===== config.mk =====
export PLATFORM = sky130hd
export DESIGN_NAME = vefe_fifo
export DESIGN_NICKNAME = d
export VERILOG_FILES = /design/src/hw/rtl/vefe_pkg.sv /design/src/hw/rtl/vefe_fifo.sv
export SDC_FILE = /design/constraint.sdc
export NUM_CORES = 1
export LEC_CHECK = 0
export BUFFER_PORTS_ARGS = -buffer_cell sky130_fd_sc_hd__buf_2
export CORE_ASPECT_RATIO = 0.7
export CORE_MARGIN = 3
export CORE_UTILIZATION = 45
export CTS_BUF_LIST = sky130_fd_sc_hd__clkbuf_4
export DETAILED_ROUTE_END_ITERATION = 10
export PLACE_DENSITY_LB_ADDON = 0.08
export SYNTH_ARGS = -nofsm -noshare
export SYNTH_HDL_FRONTEND = slang
export SYNTH_SLANG_ARGS = --single-unit

===== constraint.sdc =====
create_clock -name clk_i -period 2.6 [get_ports clk_i]
set_input_delay 0.13 -clock clk_i [delete_from_list [all_inputs] [get_ports clk_i]]
set_output_delay 0.13 -clock clk_i [all_outputs]
set_load 0.01 [all_outputs]

===== src/hw/rtl/vefe_pkg.sv =====
package vefe_pkg;

  typedef struct packed {
    logic [3:0] block_type;
    logic [3:0] west_edge_block;
    logic [3:0] north_edge_block;
    logic       chunk_start;
  } voxel_t;

  typedef struct packed {
    logic [3:0] face_x;
    logic [6:0] face_y;
    logic [3:0] face_z;
    logic [2:0] direction;
    logic [3:0] face_block;
    logic [3:0] light_level;
    logic       last_face;
  } face_t;

  // one classified voxel waiting for its faces to go out
  typedef struct packed {
    logic [3:0]      x;
    logic [6:0]      y;
    logic [3:0]      z;
    logic            back;
    logic [2:0]      face_en;
    logic [2:0][3:0] face_blk;
  } job_t;

  localparam int unsigned JOB_DEPTH = 4;
  localparam int unsigned JOB_PTR_W = $clog2(JOB_DEPTH);
  localparam int unsigned JOB_CNT_W = $clog2(JOB_DEPTH + 1);

  localparam logic [15:0] SOLID_MASK_RST = 16'hFFFE;

  localparam logic [2:0] XFRONT_CODE = 3'd0;
  localparam logic [2:0] XBACK_CODE  = 3'd1;
  localparam logic [2:0] YFRONT_CODE = 3'd2;
  localparam logic [2:0] YBACK_CODE  = 3'd3;
  localparam logic [2:0] ZFRONT_CODE = 3'd4;
  localparam logic [2:0] ZBACK_CODE  = 3'd5;

  localparam logic [3:0] LIGHT_X_FRONT = 4'd13;
  localparam logic [3:0] LIGHT_X_BACK  = 4'd9;
  localparam logic [3:0] LIGHT_Y_FRONT = 4'd15;
  localparam logic [3:0] LIGHT_Y_BACK  = 4'd5;
  localparam logic [3:0] LIGHT_Z_FRONT = 4'd11;
  localparam logic [3:0] LIGHT_Z_BACK  = 4'd7;

  function automatic logic [3:0] light_of(logic [2:0] dir);
    logic [3:0] lvl;
    case (dir)
      XFRONT_CODE: lvl = LIGHT_X_FRONT;
      XBACK_CODE:  lvl = LIGHT_X_BACK;
      YFRONT_CODE: lvl = LIGHT_Y_FRONT;
      YBACK_CODE:  lvl = LIGHT_Y_BACK;
      ZFRONT_CODE: lvl = LIGHT_Z_FRONT;
      ZBACK_CODE:  lvl = LIGHT_Z_BACK;
      default:     lvl = 4'd0;
    endcase
    return lvl;
  endfunction

endpackage


===== src/hw/rtl/vefe_fifo.sv =====
module vefe_fifo (
  input  logic                           clk_i,
  input  logic                           rst_ni,
  input  logic                           wr_valid_i,
  input  vefe_pkg::job_t                 wr_data_i,
  input  logic                           rd_pop_i,
  output logic                           rd_valid_o,
  output vefe_pkg::job_t                 rd_data_o,
  output logic [vefe_pkg::JOB_CNT_W-1:0] cnt_o
);

  import vefe_pkg::*;

  job_t                 mem_q [JOB_DEPTH];
  logic [JOB_PTR_W-1:0] wr_ptr_q, rd_ptr_q;
  logic [JOB_CNT_W-1:0] cnt_q, cnt_d;
  logic                 do_pop;

  assign do_pop = rd_pop_i && (cnt_q != '0);

  always_comb begin
    cnt_d = cnt_q;
    if (wr_valid_i && !do_pop) begin
      cnt_d = cnt_q + JOB_CNT_W'(1);
    end else if (!wr_valid_i && do_pop) begin
      cnt_d = cnt_q - JOB_CNT_W'(1);
    end
  end

  always_ff @(posedge clk_i or negedge rst_ni) begin
    if (!rst_ni) begin
      wr_ptr_q <= '0;
      rd_ptr_q <= '0;
      cnt_q    <= '0;
    end else begin
      cnt_q <= cnt_d;
      if (wr_valid_i) begin
        wr_ptr_q <= wr_ptr_q + JOB_PTR_W'(1);
      end
      if (do_pop) begin
        rd_ptr_q <= rd_ptr_q + JOB_PTR_W'(1);
      end
    end
  end

  always_ff @(posedge clk_i) begin
    if (wr_valid_i) begin
      mem_q[wr_ptr_q] <= wr_data_i;
    end
  end

  assign rd_valid_o = (cnt_q != '0);
  assign rd_data_o  = mem_q[rd_ptr_q];
  assign cnt_o      = cnt_q;

endmodule


==> results_dict.tcl <==
set metrics [dict create \
    run_status "complete, no violations" \
    grt_usage 0.152 \
    hold_viol_final 0 \
    port_buffers 69 \
    yosys_warnings 0 \
    power.density_mw_per_mm2 1030 \
    insertion_delay_ns 0.49 \
    synth-seq-cells 131 \
    critPathLaunch "rd_ptr_q[0]" \
    finClkSkew_ns 0.0110 \
    grt_overflow 0 \
    fp.dieArea_mm2 0.0122 \
    grt_max_degree 20 \
    io_pins 70 \
    fmax_mhz 435 \
    fin_nets 364 \
    end_kind "output pin" \
    ant_nets 0 \
    p_seq_frac 0.470 \
    internal-power_w 0.00439 \
    drt-total-wl_mm 8.50 \
    cts_max_level 4 \
    gp_congestion 0.659 \
    final-instance-count-excl-fill 468 \
    p_switching_w 0.00183 \
    drive_gt1_frac 0.429 \
    power_w 0.00623 \
    core_area_mm2 0.0105 \
    ys_seq_area_frac 0.795 \
    start_util 0.468 \
    hp-start "wr_data_i[18]" \
    clk_pin_slew_ns 0.10 \
    clk_path_buf_depth 2 \
    hpwl_mm 5.28 \
    grt_antenna_before_repair 0 \
    fin_crit_sh 0.885 \
    root_buffer "clkbuf_4" \
    rows 31 \
    cts_resized 0 \
    setup_viol 0 \
    first_global_vias 2486 \
    r2r_start "cnt_o[0]" \
    grt_setup_unrepaired "no" \
    max_slew_margin 0.681 \
    drt_iter0_drc 96 \
    synth.avg_cell_area_um2 25.2 \
    antenna_cells 0 \
    power_leakage_nw 2.17 \
    synth_cell_type_count 19 \
    drc_errors 0 \
    numClockSinks 131 \
    worst_pin_slew_ns 0.479 \
    power_frac_comb 0.311 \
    synth_nets 236 \
    grt_pass1_wl_mm 13.4 \
    place_inst 401 \
    routedWlPerCell_um 18.2 \
    power_frac_clock 0.219 \
    num_vias 2319 \
    min_period_ns 2.30 \
    maxCapViolCount 0 \
    critPathMaxFanout 11 \
    cts_tree "yes" \
    drt_pass1_iterations 4 \
    critPathArrivalTime_ns 2.17 \
    synth_cells 195 \
    startpoint_type "flip-flop" \
    swShare 0.295 \
    post_cts_buffers 0 \
    tns_ns 0 \
    drv_slew 0 \
    dp_worst_setup_slack_ns 0.496 \
    worstSetupPathType "flip-flop to output pin" \
    die_w_um 131 \
    cts_hold_buffers 35 \
    min_path_type "input pin to flip-flop" \
    final_core_util 0.580 \
    ir_worst_vdd_v 0.000534 \
    area_growth_pct 23.8 \
    worstPathRequired_ns 2.47 \
    cts_buffers 17 \
    setup_ws_ns 0.299 \
    vias_per_cell 4.96 \
    synth_area_mm2 0.00490 \
    fp.dieH_um 93.3 \
]
==> final timing paths <==
path,end,slack [ns],depth (start not counted)
setup / recovery,rd_data_o[22],0.30,3
hold / removal,mem_q[1][18],0.38,2
setup reg to reg,cnt_o[2],0.49,8
hold reg to reg,cnt_o[2],0.49,1
max in group asynchronous,rd_ptr_q[0],1.74,3
min in group asynchronous,cnt_o[0],0.59,3
==> flip-flops by register name (all words and copies together) (netlist names) <==
signal / cells
rd_ptr_q: 2
cnt_o: 3
wr_ptr_q: 2
mem_q: 124
==> power by group through the flow <==
stage | logic, W | clock network [W] | registers, W
after floorplan | 0.00134 | 0 | 0.00292
after global placement | 0.00194 | 0 | 0.00297
after detailed placement | 0.00195 | 0 | 0.00298
after CTS | 0.00200 | 0.00140 | 0.00293
after global routing | 0.00213 | 0.00151 | 0.00297
final | 0.00194 | 0.00136 | 0.00292
==> worst max-delay path: stages, from the launching register on <==
cell and delay [ns]:
dfrtp_2 0.61, buf_4 0.31, mux4_1 0.59, buf_2 0.17
==> cell usage in the layout (no fill, tap or decap), types with 2 or more instances in the layout <==
cell type      netlist  routed
edfxtp_1           124     124
buf_2                3      69
dlygate4sd3_1        0      35
mux4_2              28      28
clkbuf_4             0      19
buf_4                0      11
dfrtp_1              7       6
ha_1                 5       5
clkinv_2             0       5
and2_2               0       4
inv_1                3       3
mux4_1               3       3
xnor2_1              3       3
xor2_1               3       3
bufinv_16            0       3
clkinv_1             0       3
nand2_1              2       2
clkinvlp_4           0       2
==> cells in the mapped netlist <==
master | n | area share
dfrtp_1 | 7 | 0.036
nand2_1 | 2 | 0.0015
buf_12 | 3 | 0.012
mux2_2 | 1 | 0.0023
xnor2_1 | 3 | 0.0054
buf_2 | 3 | 0.0031
or3_1 | 1 | 0.0013
o21ai_0 | 1 | 0.0010
xor2_1 | 3 | 0.0054
mux4_1 | 3 | 0.016
nand3_1 | 1 | 0.0010
edfxtp_1 | 124 | 0.76
inv_1 | 3 | 0.0023
nor2_1 | 1 | 0.00076
buf_6 | 1 | 0.0023
fa_1 | 1 | 0.0041
and2_1 | 4 | 0.0051
mux4_2 | 28 | 0.13
ha_1 | 5 | 0.013
==> stage by stage <==
step	hold slack, ns	instance area (um^2)
finish	0.382	6070
global route	0.329	6070
CTS	0.335	6070
detailed placement	-0.0246	5440
global placement	-0.0225	5440
floorplan	-0.166	4900
==> cell families (layout without fill, tap and decap cells) <==
group | count (synthesis) | after routing | share of synthesized area
mux | 32 | 32 | 0.147
simple gates | 9 | 9 | 0.00969
xor+xnor | 6 | 6 | 0.0107
buf+inv | 10 | 151 | 0.0199
compound gates | 1 | 1 | 0.00102
fa+ha+maj | 6 | 6 | 0.0168
flops | 131 | 131 | 0.795
==> layer usage <==
layer / GRT usage / share of wire / up-vias
li1: - / - / 1073
met1: 0.200 / 0.45 / 1194
met2: 0.238 / 0.49 / 45
met3: 0.0542 / 0.043 / 7
met4: 0.0514 / 0.0099 / 0
met5: 0 / 0 / -
==> layout make-up <==
type,instances,area (um^2)
fill,790,4400
sequential,131,3900
multi-input combinational,54,913
timing repair buffer,116,798
tap,132,165
clock buffer,19,143
clock inverter,13,141
inverter,3,11.3
Note: power is estimated with default switching activity, not from simulation.
