[src/hw/rtl/vefe_pkg.sv]
package vefe_pkg;

  typedef struct packed {
    logic [3:0] block_type;
    logic [3:0] west_edge_block;
    logic [3:0] north_edge_block;
    logic       chunk_start;
  } voxel_t;

  typedef struct packed {
    logic [3:0] face_x;
    logic [6:0] face_y;
    logic [3:0] face_z;
    logic [2:0] direction;
    logic [3:0] face_block;
    logic [3:0] light_level;
    logic       last_face;
  } face_t;

  // one classified voxel waiting for its faces to go out
  typedef struct packed {
    logic [3:0]      x;
    logic [6:0]      y;
    logic [3:0]      z;
    logic            back;
    logic [2:0]      face_en;
    logic [2:0][3:0] face_blk;
  } job_t;

  localparam int unsigned JOB_DEPTH = 4;
  localparam int unsigned JOB_PTR_W = $clog2(JOB_DEPTH);
  localparam int unsigned JOB_CNT_W = $clog2(JOB_DEPTH + 1);

  localparam logic [15:0] SOLID_MASK_RST = 16'hFFFE;

  localparam logic [2:0] XFRONT_CODE = 3'd0;
  localparam logic [2:0] XBACK_CODE  = 3'd1;
  localparam logic [2:0] YFRONT_CODE = 3'd2;
  localparam logic [2:0] YBACK_CODE  = 3'd3;
  localparam logic [2:0] ZFRONT_CODE = 3'd4;
  localparam logic [2:0] ZBACK_CODE  = 3'd5;

  localparam logic [3:0] LIGHT_X_FRONT = 4'd13;
  localparam logic [3:0] LIGHT_X_BACK  = 4'd9;
  localparam logic [3:0] LIGHT_Y_FRONT = 4'd15;
  localparam logic [3:0] LIGHT_Y_BACK  = 4'd5;
  localparam logic [3:0] LIGHT_Z_FRONT = 4'd11;
  localparam logic [3:0] LIGHT_Z_BACK  = 4'd7;

  function automatic logic [3:0] light_of(logic [2:0] dir);
    logic [3:0] lvl;
    case (dir)
      XFRONT_CODE: lvl = LIGHT_X_FRONT;
      XBACK_CODE:  lvl = LIGHT_X_BACK;
      YFRONT_CODE: lvl = LIGHT_Y_FRONT;
      YBACK_CODE:  lvl = LIGHT_Y_BACK;
      ZFRONT_CODE: lvl = LIGHT_Z_FRONT;
      ZBACK_CODE:  lvl = LIGHT_Z_BACK;
      default:     lvl = 4'd0;
    endcase
    return lvl;
  endfunction

endpackage

[src/hw/rtl/vefe_back.sv]
module vefe_back (
  input  logic              clk_i,
  input  logic              rst_ni,
  input  logic              job_valid_i,
  input  vefe_pkg::job_t    job_i,
  output logic              job_pop_o,
  output vefe_pkg::face_t   face_o,
  output logic              empty,
  input  logic              pop
);

  import vefe_pkg::*;

  logic [2:0] done_q, done_d;
  logic [2:0] rem, pick;
  logic       more;
  logic       load;
  logic       out_valid_q;
  face_t      face_q, face_d;

  assign load = job_valid_i && (!out_valid_q || pop);

  always_comb begin
    rem  = job_i.face_en & ~done_q;
    pick = rem & (~rem + 3'd1);
    more = |(rem & ~pick);

    face_d.direction  = job_i.back ? ZBACK_CODE : ZFRONT_CODE;
    face_d.face_block = job_i.face_blk[2];
    if (pick[0]) begin
      face_d.direction  = job_i.back ? XBACK_CODE : XFRONT_CODE;
      face_d.face_block = job_i.face_blk[0];
    end else if (pick[1]) begin
      face_d.direction  = job_i.back ? YBACK_CODE : YFRONT_CODE;
      face_d.face_block = job_i.face_blk[1];
    end
    face_d.face_x      = job_i.x;
    face_d.face_y      = job_i.y;
    face_d.face_z      = job_i.z;
    face_d.light_level = light_of(face_d.direction);
    face_d.last_face   = !more;

    done_d = done_q;
    if (load) begin
      done_d = more ? (done_q | pick) : 3'b000;
    end
  end

  assign job_pop_o = load && !more;

  always_ff @(posedge clk_i or negedge rst_ni) begin
    if (!rst_ni) begin
      done_q      <= '0;
      out_valid_q <= 1'b0;
    end else begin
      done_q <= done_d;
      if (load) begin
        out_valid_q <= 1'b1;
      end else if (pop) begin
        out_valid_q <= 1'b0;
      end
    end
  end

  always_ff @(posedge clk_i) begin
    if (load) begin
      face_q <= face_d;
    end
  end

  assign face_o = face_q;
  assign empty  = !out_valid_q;

endmodule

[config.mk]
export PLATFORM = sky130hd
export DESIGN_NAME = vefe_back
export DESIGN_NICKNAME = d
export VERILOG_FILES = /design/src/hw/rtl/vefe_pkg.sv /design/src/hw/rtl/vefe_back.sv
export SDC_FILE = /design/constraint.sdc
export NUM_CORES = 1
export LEC_CHECK = 0
export ABC_AREA = 0
export ABC_CLOCK_PERIOD_IN_PS = 2550
export BUFFER_PORTS_ARGS = -buffer_cell sky130_fd_sc_hd__buf_4
export CAP_MARGIN = 20
export CORE_ASPECT_RATIO = 0.6
export CORE_UTILIZATION = 39
export CTS_CLUSTER_DIAMETER = 150
export DETAILED_ROUTE_END_ITERATION = 7
export MAX_ROUTING_LAYER = met4
export PLACE_DENSITY = 0.71
export SLEW_MARGIN = 0
export SYNTH_ARGS = -nofsm -noshare
export SYNTH_HDL_FRONTEND = slang
export SYNTH_SLANG_ARGS = --single-unit
[constraint.sdc]
create_clock -name clk_i -period 2.55 [get_ports clk_i]
set_input_delay 0.1275 -clock clk_i [delete_from_list [all_inputs] [get_ports clk_i]]
set_output_delay 0.1275 -clock clk_i [all_outputs]
set_load 0.01 [all_outputs]
==> metrics.txt, run 1 <==
status completed; WP buf/inv 1; Avg Cell Area, Syn 15.23 µm²; cts hold-fix bufs 1; CP max stage delay 390 ps; Slew Limit Fails 0; xor/xnor share of the synthesized area 0; Vias 858; Nets 180; Reg power frac 0.486; Max FO, Critical Path 12; NetSw 0.0002752 W; synth warn 0; CTS tree done; Clock transition at path regs approximately 60 ps; Die Span Y 44.47 µm; vias in the first global route 779; WL final around 2500 µm; Synth Area in Compound Gates 0.06937; WHS Path Cells 1; P per Cell Area 701.0 nW/µm²; Hold WC Path Type primary input to register; CP Data Required Time 2420 ps; Adder-Cell Fraction of Synth Area 0.009605; Setup violations, final 0; Skew-Pair Late Insertion Delay around 280 ps; drt drc 0; P_int 0.0009834 W; initial antenna violation count 0; DR WL/cell 13.23 µm; largest net degree at the start of global routing 30; Total Routing Usage GR 0.1704; area grow syn2layout 53.15%; commonest non-fill, non-tap cell in the layout buf_4; vias per cell 4.613; Clock Skews 2.466 ps; total gr overflow 0; synth unique cells 23; r2r worst-path depth 3; Mapped Area 1172 µm²; Rows 14; Final ANT Viol Nets 0; Die Wd 72.78 µm; Finished Layout Cells 186; Max-cap violations 0; crit-path cells nand2b_1, maj3_2, and2_1, buf_4; #FFs+latches synth 31; Sw Share 0.2187; Worst Setup End Kind primary output; FMAX 0.5594 GHz; crit path time final 1788 ps; Worst path depth 4; Comb power frac 0.147; main combinational cell family by area after synthesis simple AND/OR/NAND/NOR gates; clock root buffer clkbuf_8; Sink Count 31; Critical Path AT 1660 ps; top cell family by delay on the critical path simple AND/OR/NAND/NOR gates; post-CTS resize count 0; post-route worst setup slack roughly 760 ps; CORE AREA 2680 µm²; CP Launch Type register; final critical-path share of the clock period 0.7010; Num CTS Buffers 5; post-synthesis mux area share 0; critical path type register to primary output; layout cells sized above 1 0.5137; IO Port Bufs 63; drt pass-1 iters 4; Min Hold Slack 19.40 ps; post-CTS setup buffer count 0; RSZ-0062 raised after global routing no; maximum buffer depth of the clock tree 2; Clock power frac 0.367; Setup TNS Final 0 ps; CTS H-Tree Depth 2; I/O Pins 64; pre-CTS WS 1040 ps; simple-gate share of the synthesized area 0.1163; sequential fraction of the synthesis area 0.7769; P_leak 0.7745 nW; DP Area 1678 µm²; Synth Net Count 112; DRT iter0 DRCs 23; cell count after placement 177; most frequent cells in the layout 64 x buf_4, 27 x edfxtp_1, 10 x nand2_1, 6 x nor2_1, 5 x clkbuf_8; Die ar. 3237 µm²; Fin. Hold Viols 0; CP max-delay cell dfrtp_1; Peak VDD IR 384.1 µV; Initial Utilization 0.4374; first-pass GRT wire length 3643 µm; ant diodes 0; Final GP Congestion 0.7834; DP HPWL about 1900 µm; cell area after layout 1795 µm²; Syn Inst Count slightly below 80
worst register-to-register path, stage by stage (launching register included):
cell      delay, ps
dfrtp_1         380
nand2b_1        130
and2_1          180
buf_4           350
state kept, by name, indices dropped and copies added, names as in the netlist:
signal and flops:
done_q 3, face_o 27, out_valid_q 1
layer usage:
metal,track usage,vias to the layer above,routed length (µm)
met3,0.07062,5,180
met2,0.2617,33,1200
li1,-,410,-
met5,-,-,0
met1,0.1892,410,1029
met4,0.1020,0,51
stage by stage:
step             util  power (W)
2_1_floorplan       -  0.0007100
3_3_place_gp   0.6261  0.0008015
3_5_place_dp   0.6261  0.0008093
4_1_cts        0.6699   0.001276
5_1_grt        0.6699   0.001310
6_report       0.6699   0.001259
synth_stat cells:
master / n / share of area
nor2b_1: 1 / 0.0053
edfxtp_1: 27 / 0.69
a31oi_1: 4 / 0.021
dfrtp_1: 4 / 0.085
nand2b_1: 4 / 0.021
clkbuf_1: 1 / 0.0032
and2_0: 1 / 0.0053
conb_1: 1 / 0.0032
buf_6: 1 / 0.0096
a22o_2: 1 / 0.0085
a21oi_1: 3 / 0.013
maj3_2: 1 / 0.0096
nand2_1: 10 / 0.032
and2b_2: 1 / 0.0075
a22o_1: 1 / 0.0075
o211ai_1: 2 / 0.013
nor3_1: 2 / 0.0085
inv_1: 1 / 0.0032
and2_1: 1 / 0.0053
buf_2: 2 / 0.0085
nor2_1: 6 / 0.019
nand2b_4: 1 / 0.012
a21boi_0: 1 / 0.0064
power by group through the flow:
stage / Sequential, W / Clock, W / Combinational (W)
final: 0.000612 / 0.000462 / 0.000185
after floorplan: 0.000637 / 0 / 0.0000728
after global routing: 0.000615 / 0.000493 / 0.000202
after CTS: 0.000613 / 0.000476 / 0.000187
after detailed placement: 0.000623 / 0 / 0.000186
after global placement: 0.000621 / 0 / 0.000181
final cells by class:
cell class                      count  area (µm²)
Timing Repair Buffer               65       490.5
Sequential cell                    31       910.9
Clock buffer                        5       68.82
Inverter                            1       3.754
Multi-Input combinational cell     41       232.7
Tap cell                           40       50.05
Fill cell                         210       884.6
Clock inverter                      3       38.79
logic make-up (layout without fill, tap and decap cells):
| logic type | count (synthesis) | count (layout) |
|---|---|---|
| AOI/OAI and AO/OA | 12 | 12 |
| adders and majority gates | 1 | 1 |
| buffers and inverters | 5 | 74 |
| DFF | 31 | 31 |
| other | 1 | 1 |
| and+or+nand+nor | 27 | 27 |
worst paths after layout:
path                        startpoint          to  slack [ps]
setup / recovery             done_q[0]   job_pop_o         760
hold / removal               job_i[27]  face_o[23]          20
setup reg to reg           out_valid_q  face_o[25]        1170
hold reg to reg              done_q[2]   done_q[2]         530
max in group asynchronous       rst_ni   done_q[0]        2280
min in group asynchronous       rst_ni   done_q[2]         170
Note: power is estimated with default switching activity, not from simulation.
==> run 2, diff against run 1 <==
ABC_CLOCK_PERIOD_IN_PS = 1440   (was 2550)
PLACE_DENSITY = 0.74   (was 0.71)
clock period = 1.44 ns   (was 2.55 ns; I/O delays follow)
==> metrics.txt, run 2 (synthesis gave the netlist of run 1 again) <==
status finished, violations left (was completed); failing checks negative setup slack; WP buf/inv 1 (unchanged); P_int 0.001630 W (was 0.0009834 W); Rows 14 (unchanged); most frequent cells in the layout 69 x buf_4, 27 x edfxtp_1, 16 x dlygate4sd3_1, 10 x nand2_1, 6 x nor2_1 (was 64 x buf_4, 27 x edfxtp_1, 10 x nand2_1, 6 x nor2_1, 5 x clkbuf_8); total gr overflow 0 (unchanged); Initial Utilization 0.4374 (unchanged); max FFs per register 27 (unchanged); Min Hold Slack 15.44 ps (was 19.40 ps); top cell family by delay on the critical path flip-flops (was simple AND/OR/NAND/NOR gates); initial antenna violation count 0 (unchanged); WL final 2895 µm (was 2461 µm); filler cell count in the final layout 174 (was 210); final critical-path share of the clock period 1.022; CP Launch Type register (unchanged); CORE AREA 2680 µm² (unchanged); FMAX 0.6796 GHz; Multi-input gate area 254.0 µm² (was 232.7 µm²); Sink Count 31 (unchanged); Die Span Y 44.47 µm (unchanged); Fin. Hold Viols 0 (unchanged); IO Port Bufs 63 (unchanged); Skew-Pair Late Insertion Delay 270 ps (was 280 ps); CP max stage delay 400 ps (was 390 ps); CP Data Required Time 1370 ps (was 2420 ps); ant diodes 0 (unchanged); I/O Pins 64 (unchanged); Design Power 0.002124 W (was 0.001259 W); drt pass-1 iters 4 (unchanged); NetSw 0.0004941 W (was 0.0002752 W); crit-path cells nand2b_4, maj3_2, and2_4, buf_6 (was nand2b_1, maj3_2, and2_1, buf_4); vias in the first global route 952 (was 779); P_leak 0.8700 nW (was 0.7745 nW); DR WL/cell 13.99 µm (was 13.23 µm); Slew Limit Fails 0 (unchanged); Setup violations, final 1 (was 0); Final GP Congestion 0.7866 (was 0.7834); Max FO, Critical Path 2 (was 12); Total Routing Usage GR 0.1988 (was 0.1704); clock root buffer clkbuf_8 (unchanged); Clock Skews 3.534 ps (was 2.466 ps); Clock transition at path regs 60 ps (about the same); layout cells sized above 1 0.5150 (was 0.5137); Die Wd 72.78 µm (unchanged); RSZ-0062 raised after global routing yes (was no); critical path type register to primary output (unchanged); Critical Path AT 1400 ps (was 1660 ps); Sw Share 0.2326 (was 0.2187); Final ANT Viol Nets 0 (unchanged); CTS tree done (unchanged); crit path time final 1471 ps; CP max-delay cell dfrtp_1 (unchanged); Worst Setup End Kind primary output (unchanged); commonest non-fill, non-tap cell in the layout buf_4 (unchanged); pre-CTS WS 170.1 ps (was 1040 ps); drt drc 0 (unchanged); Hold WC Path Type primary input to register (unchanged); largest net degree at the start of global routing 27 (was 30); Vias 958 (was 858); area grow syn2layout 71.08% (was 53.15%); Comb power frac 0.202 (was 0.147); first-pass GRT wire length 4326 µm (was 3643 µm); Peak VDD IR 625.6 µV (was 384.1 µV); maximum buffer depth of the clock tree 2 (unchanged); DRT iter0 DRCs 34 (was 23); CTS H-Tree Depth 2 (unchanged); P per Cell Area 1059 nW/µm² (was 701.0 nW/µm²); post-route worst setup slack -31.41 ps (was 762.5 ps); Max-cap violations 0 (unchanged); Nets 202 (was 180); vias per cell 4.628 (was 4.613); utilization after layout 0.7484 (was 0.6699); Num CTS Buffers 5 (unchanged); register area 910.9 µm² (unchanged); Reg power frac 0.511 (was 0.486); Die ar. 3237 µm² (unchanged); DP HPWL 1850 µm (was 1869 µm); Clock power frac 0.288 (was 0.367)
-- run 2: metal layers --
layer	vias up	global-route usage	part of all wire
met1	444	0.2204	0.41
met2	52	0.3290	0.49
met4	0	0.09020	0.014
met3	7	0.07062	0.085
met5	-	-	0
li1	455	-	-
-- run 2: final cells by class --
cell class	instances	share of cell area
Clock buffer	5	0.03431
Clock inverter	2	0.004367
Inverter	1	0.001871
Multi-Input combinational cell	41	0.1266
Sequential cell	31	0.4541
Tap cell	40	0.02495
Timing Repair Buffer	87	0.3537
-- run 2: per-stage QoR --
step	instances	setup TNS (ps)	instance area (µm²)
2_1_floorplan	77	0	1174
3_3_place_gp	178	0	1699
3_5_place_dp	178	0	1699
4_1_cts	206	-20.28	1996
5_1_grt	207	-66.88	2006
6_report	207	-31.41	2006
-- run 2: power by group through the flow --
stage / combinational (W) / clock [W] / sequential (W)
final: 0.000428 / 0.000611 / 0.00109
after global routing: 0.000461 / 0.000674 / 0.00109
after CTS: 0.000418 / 0.000620 / 0.00108
after detailed placement: 0.000342 / 0 / 0.00110
after global placement: 0.000336 / 0 / 0.00110
after floorplan: 0.000130 / 0 / 0.00113
-- run 2: repair_timing --
action,in CTS,in global routing
pin swaps,1,1
cloned,0,0
gates resized for setup,4,1
endpoints found under the setup margin,1,2
hold buffers,16,0
hold endpoints to repair,19,0
setup buffers,5,1
-- run 2: path summary, 6_finish.rpt --
| check | startpoint | endpoint | slack (ps) | cells after the start |
|---|---|---|---|---|
| min | job_i[15] | face_o[9] | 20 | 1 |
| min in group asynchronous | rst_ni | out_valid_q | 120 | 2 |
| max in group asynchronous | rst_ni | done_q[0] | 1220 | 2 |
| max | done_q[0] | job_pop_o | -30 | 4 |
| min reg2reg | done_q[2] | done_q[2] | 560 | 1 |
| max reg2reg | out_valid_q | face_o[23] | 130 | 3 |
==> run 3, diff against run 2 <==
SKIP_CTS_REPAIR_TIMING = 1   (was not set)
==> metrics.txt, run 3 (synthesis gave the netlist of run 1 again) <==
top cell family by delay on the critical path flip-flops (unchanged); crit-path cells nand2b_4, maj3_2, and2_4, buf_6 (unchanged); Nets 202 (unchanged); Worst Setup End Kind primary output (unchanged); first-pass GRT wire length 3739 µm (was 4326 µm); Hold WC Path Type primary input to register (unchanged); DRT iter0 DRCs 55 (was 34); final critical-path share of the clock period 1.043 (was 1.022); Critical Path AT 1430 ps (was 1400 ps); cell count after placement 178 (unchanged); Die Wd 72.78 µm (unchanged); Fin. Hold Viols 0 (unchanged); Finished Layout Cells 207 (unchanged); ant diodes 0 (unchanged); CP Launch Type register (unchanged); crit path time final 1503 ps (was 1471 ps); P_leak 0.8684 nW (was 0.8700 nW); CP Data Required Time 1370 ps (about the same); clock root buffer clkbuf_8 (unchanged); Comb power frac 0.200 (was 0.202); WP buf/inv 1 (unchanged); NetSw 0.0004901 W (was 0.0004941 W); RSZ-0062 raised after global routing yes (unchanged); Rows 14 (unchanged); I/O Pins 64 (unchanged); P per Cell Area 1057 nW/µm² (was 1059 nW/µm²); most frequent cells in the layout 69 x buf_4, 27 x edfxtp_1, 16 x dlygate4sd3_1, 10 x nand2_1, 6 x nor2_1 (unchanged); Die ar. 3237 µm² (unchanged); DR WL/cell 13.41 µm (was 13.99 µm); drt drc 0 (unchanged); FMAX 0.6655 GHz (was 0.6796 GHz); vias in the first global route 834 (was 952); Reg power frac 0.512 (was 0.511); Skew-Pair Late Insertion Delay 280 ps (was 270 ps); area grow syn2layout 70.86% (was 71.08%); utilization after layout 0.7474 (was 0.7484); drt pass-1 iters 4 (unchanged); failing checks negative setup slack (unchanged); Sw Share 0.2314 (was 0.2326); Max FO, Critical Path 3 (was 2); maximum buffer depth of the clock tree 2 (unchanged); Peak VDD IR 632.1 µV (was 625.6 µV); Clock Skews 6.077 ps (was 3.534 ps); Final GP Congestion 0.7866 (unchanged); CTS tree done (unchanged); Clock transition at path regs 60 ps (about the same); Clock power frac 0.288 (about the same); Sink Count 31 (unchanged); P_int 0.001628 W (was 0.001630 W); IO Port Bufs 63 (unchanged); commonest non-fill, non-tap cell in the layout buf_4 (unchanged); post-route worst setup slack -62.63 ps (was -31.41 ps); Total Routing Usage GR 0.1719 (was 0.1988); layout cells sized above 1 0.5090 (was 0.5150); Final ANT Viol Nets 0 (unchanged); Num CTS Buffers 5 (unchanged); largest net degree at the start of global routing 27 (unchanged); vias per cell 4.594 (was 4.628); Die Span Y 44.47 µm (unchanged); WL final 2775 µm (was 2895 µm); CTS H-Tree Depth 2 (unchanged); total gr overflow 0 (unchanged); Initial Utilization 0.4374 (unchanged); Setup violations, final 1 (unchanged); Design Power 0.002118 W (was 0.002124 W); CP max-delay cell dfrtp_1 (unchanged); initial antenna violation count 0 (unchanged); CORE AREA 2680 µm² (unchanged); Vias 951 (was 958); status finished, violations left (unchanged); Slew Limit Fails 0 (unchanged); critical path type register to primary output (unchanged); DP HPWL 1850 µm (unchanged); CP max stage delay 410 ps (was 400 ps); Max-cap violations 0 (unchanged); max FFs per register 27 (unchanged)
[run 3: metal layers]
metal,GRT usage,part of all wire,up-vias
met2,0.2654,0.49,48
met5,-,0,-
met4,0.09020,0.015,0
met3,0.07745,0.093,7
li1,-,-,454
met1,0.1904,0.40,442
[run 3: path summary, 6_finish.rpt]
check | from | endpoint | slack [ps] | cells past startpoint
setup / recovery | done_q[0] | job_pop_o | -60 | 4
hold / removal | job_i[15] | face_o[9] | 10 | 1
setup reg to reg | out_valid_q | face_o[16] | 150 | 3
hold reg to reg | done_q[2] | done_q[2] | 560 | 1
max in group asynchronous | rst_ni | done_q[0] | 1220 | 2
min in group asynchronous | rst_ni | out_valid_q | 120 | 2
[run 3: layout make-up]
cell class	count	area, µm²
inverters	1	3.754
repair buffers	87	709.4
well taps	40	50.05
flip-flops and latches	31	910.9
multi-input cells	41	251.5
clock buffers	5	68.82
clock inverters	2	8.758
fillers	169	676.9
[run 3: power groups by stage]
stage | clock network, W | registers, W | logic, W
after floorplan | 0 | 0.00113 | 0.000130
after global placement | 0 | 0.00110 | 0.000336
after detailed placement | 0 | 0.00110 | 0.000342
after CTS | 0.000620 | 0.00108 | 0.000343
after global routing | 0.000672 | 0.00109 | 0.000455
final | 0.000610 | 0.00109 | 0.000423
[run 3: through the flow]
stage,hold slack (ps),worst slack (ps),TNS [ps],area (µm²)
global placement,-126.6,204.0,0,1699
floorplan,-223.6,123.6,0,1174
CTS,-424.0,-130.3,-130.3,1777
global route,1.895,-82.75,-82.75,2003
detailed placement,-128.1,170.1,0,1699
finish,13.88,-62.63,-62.63,2003
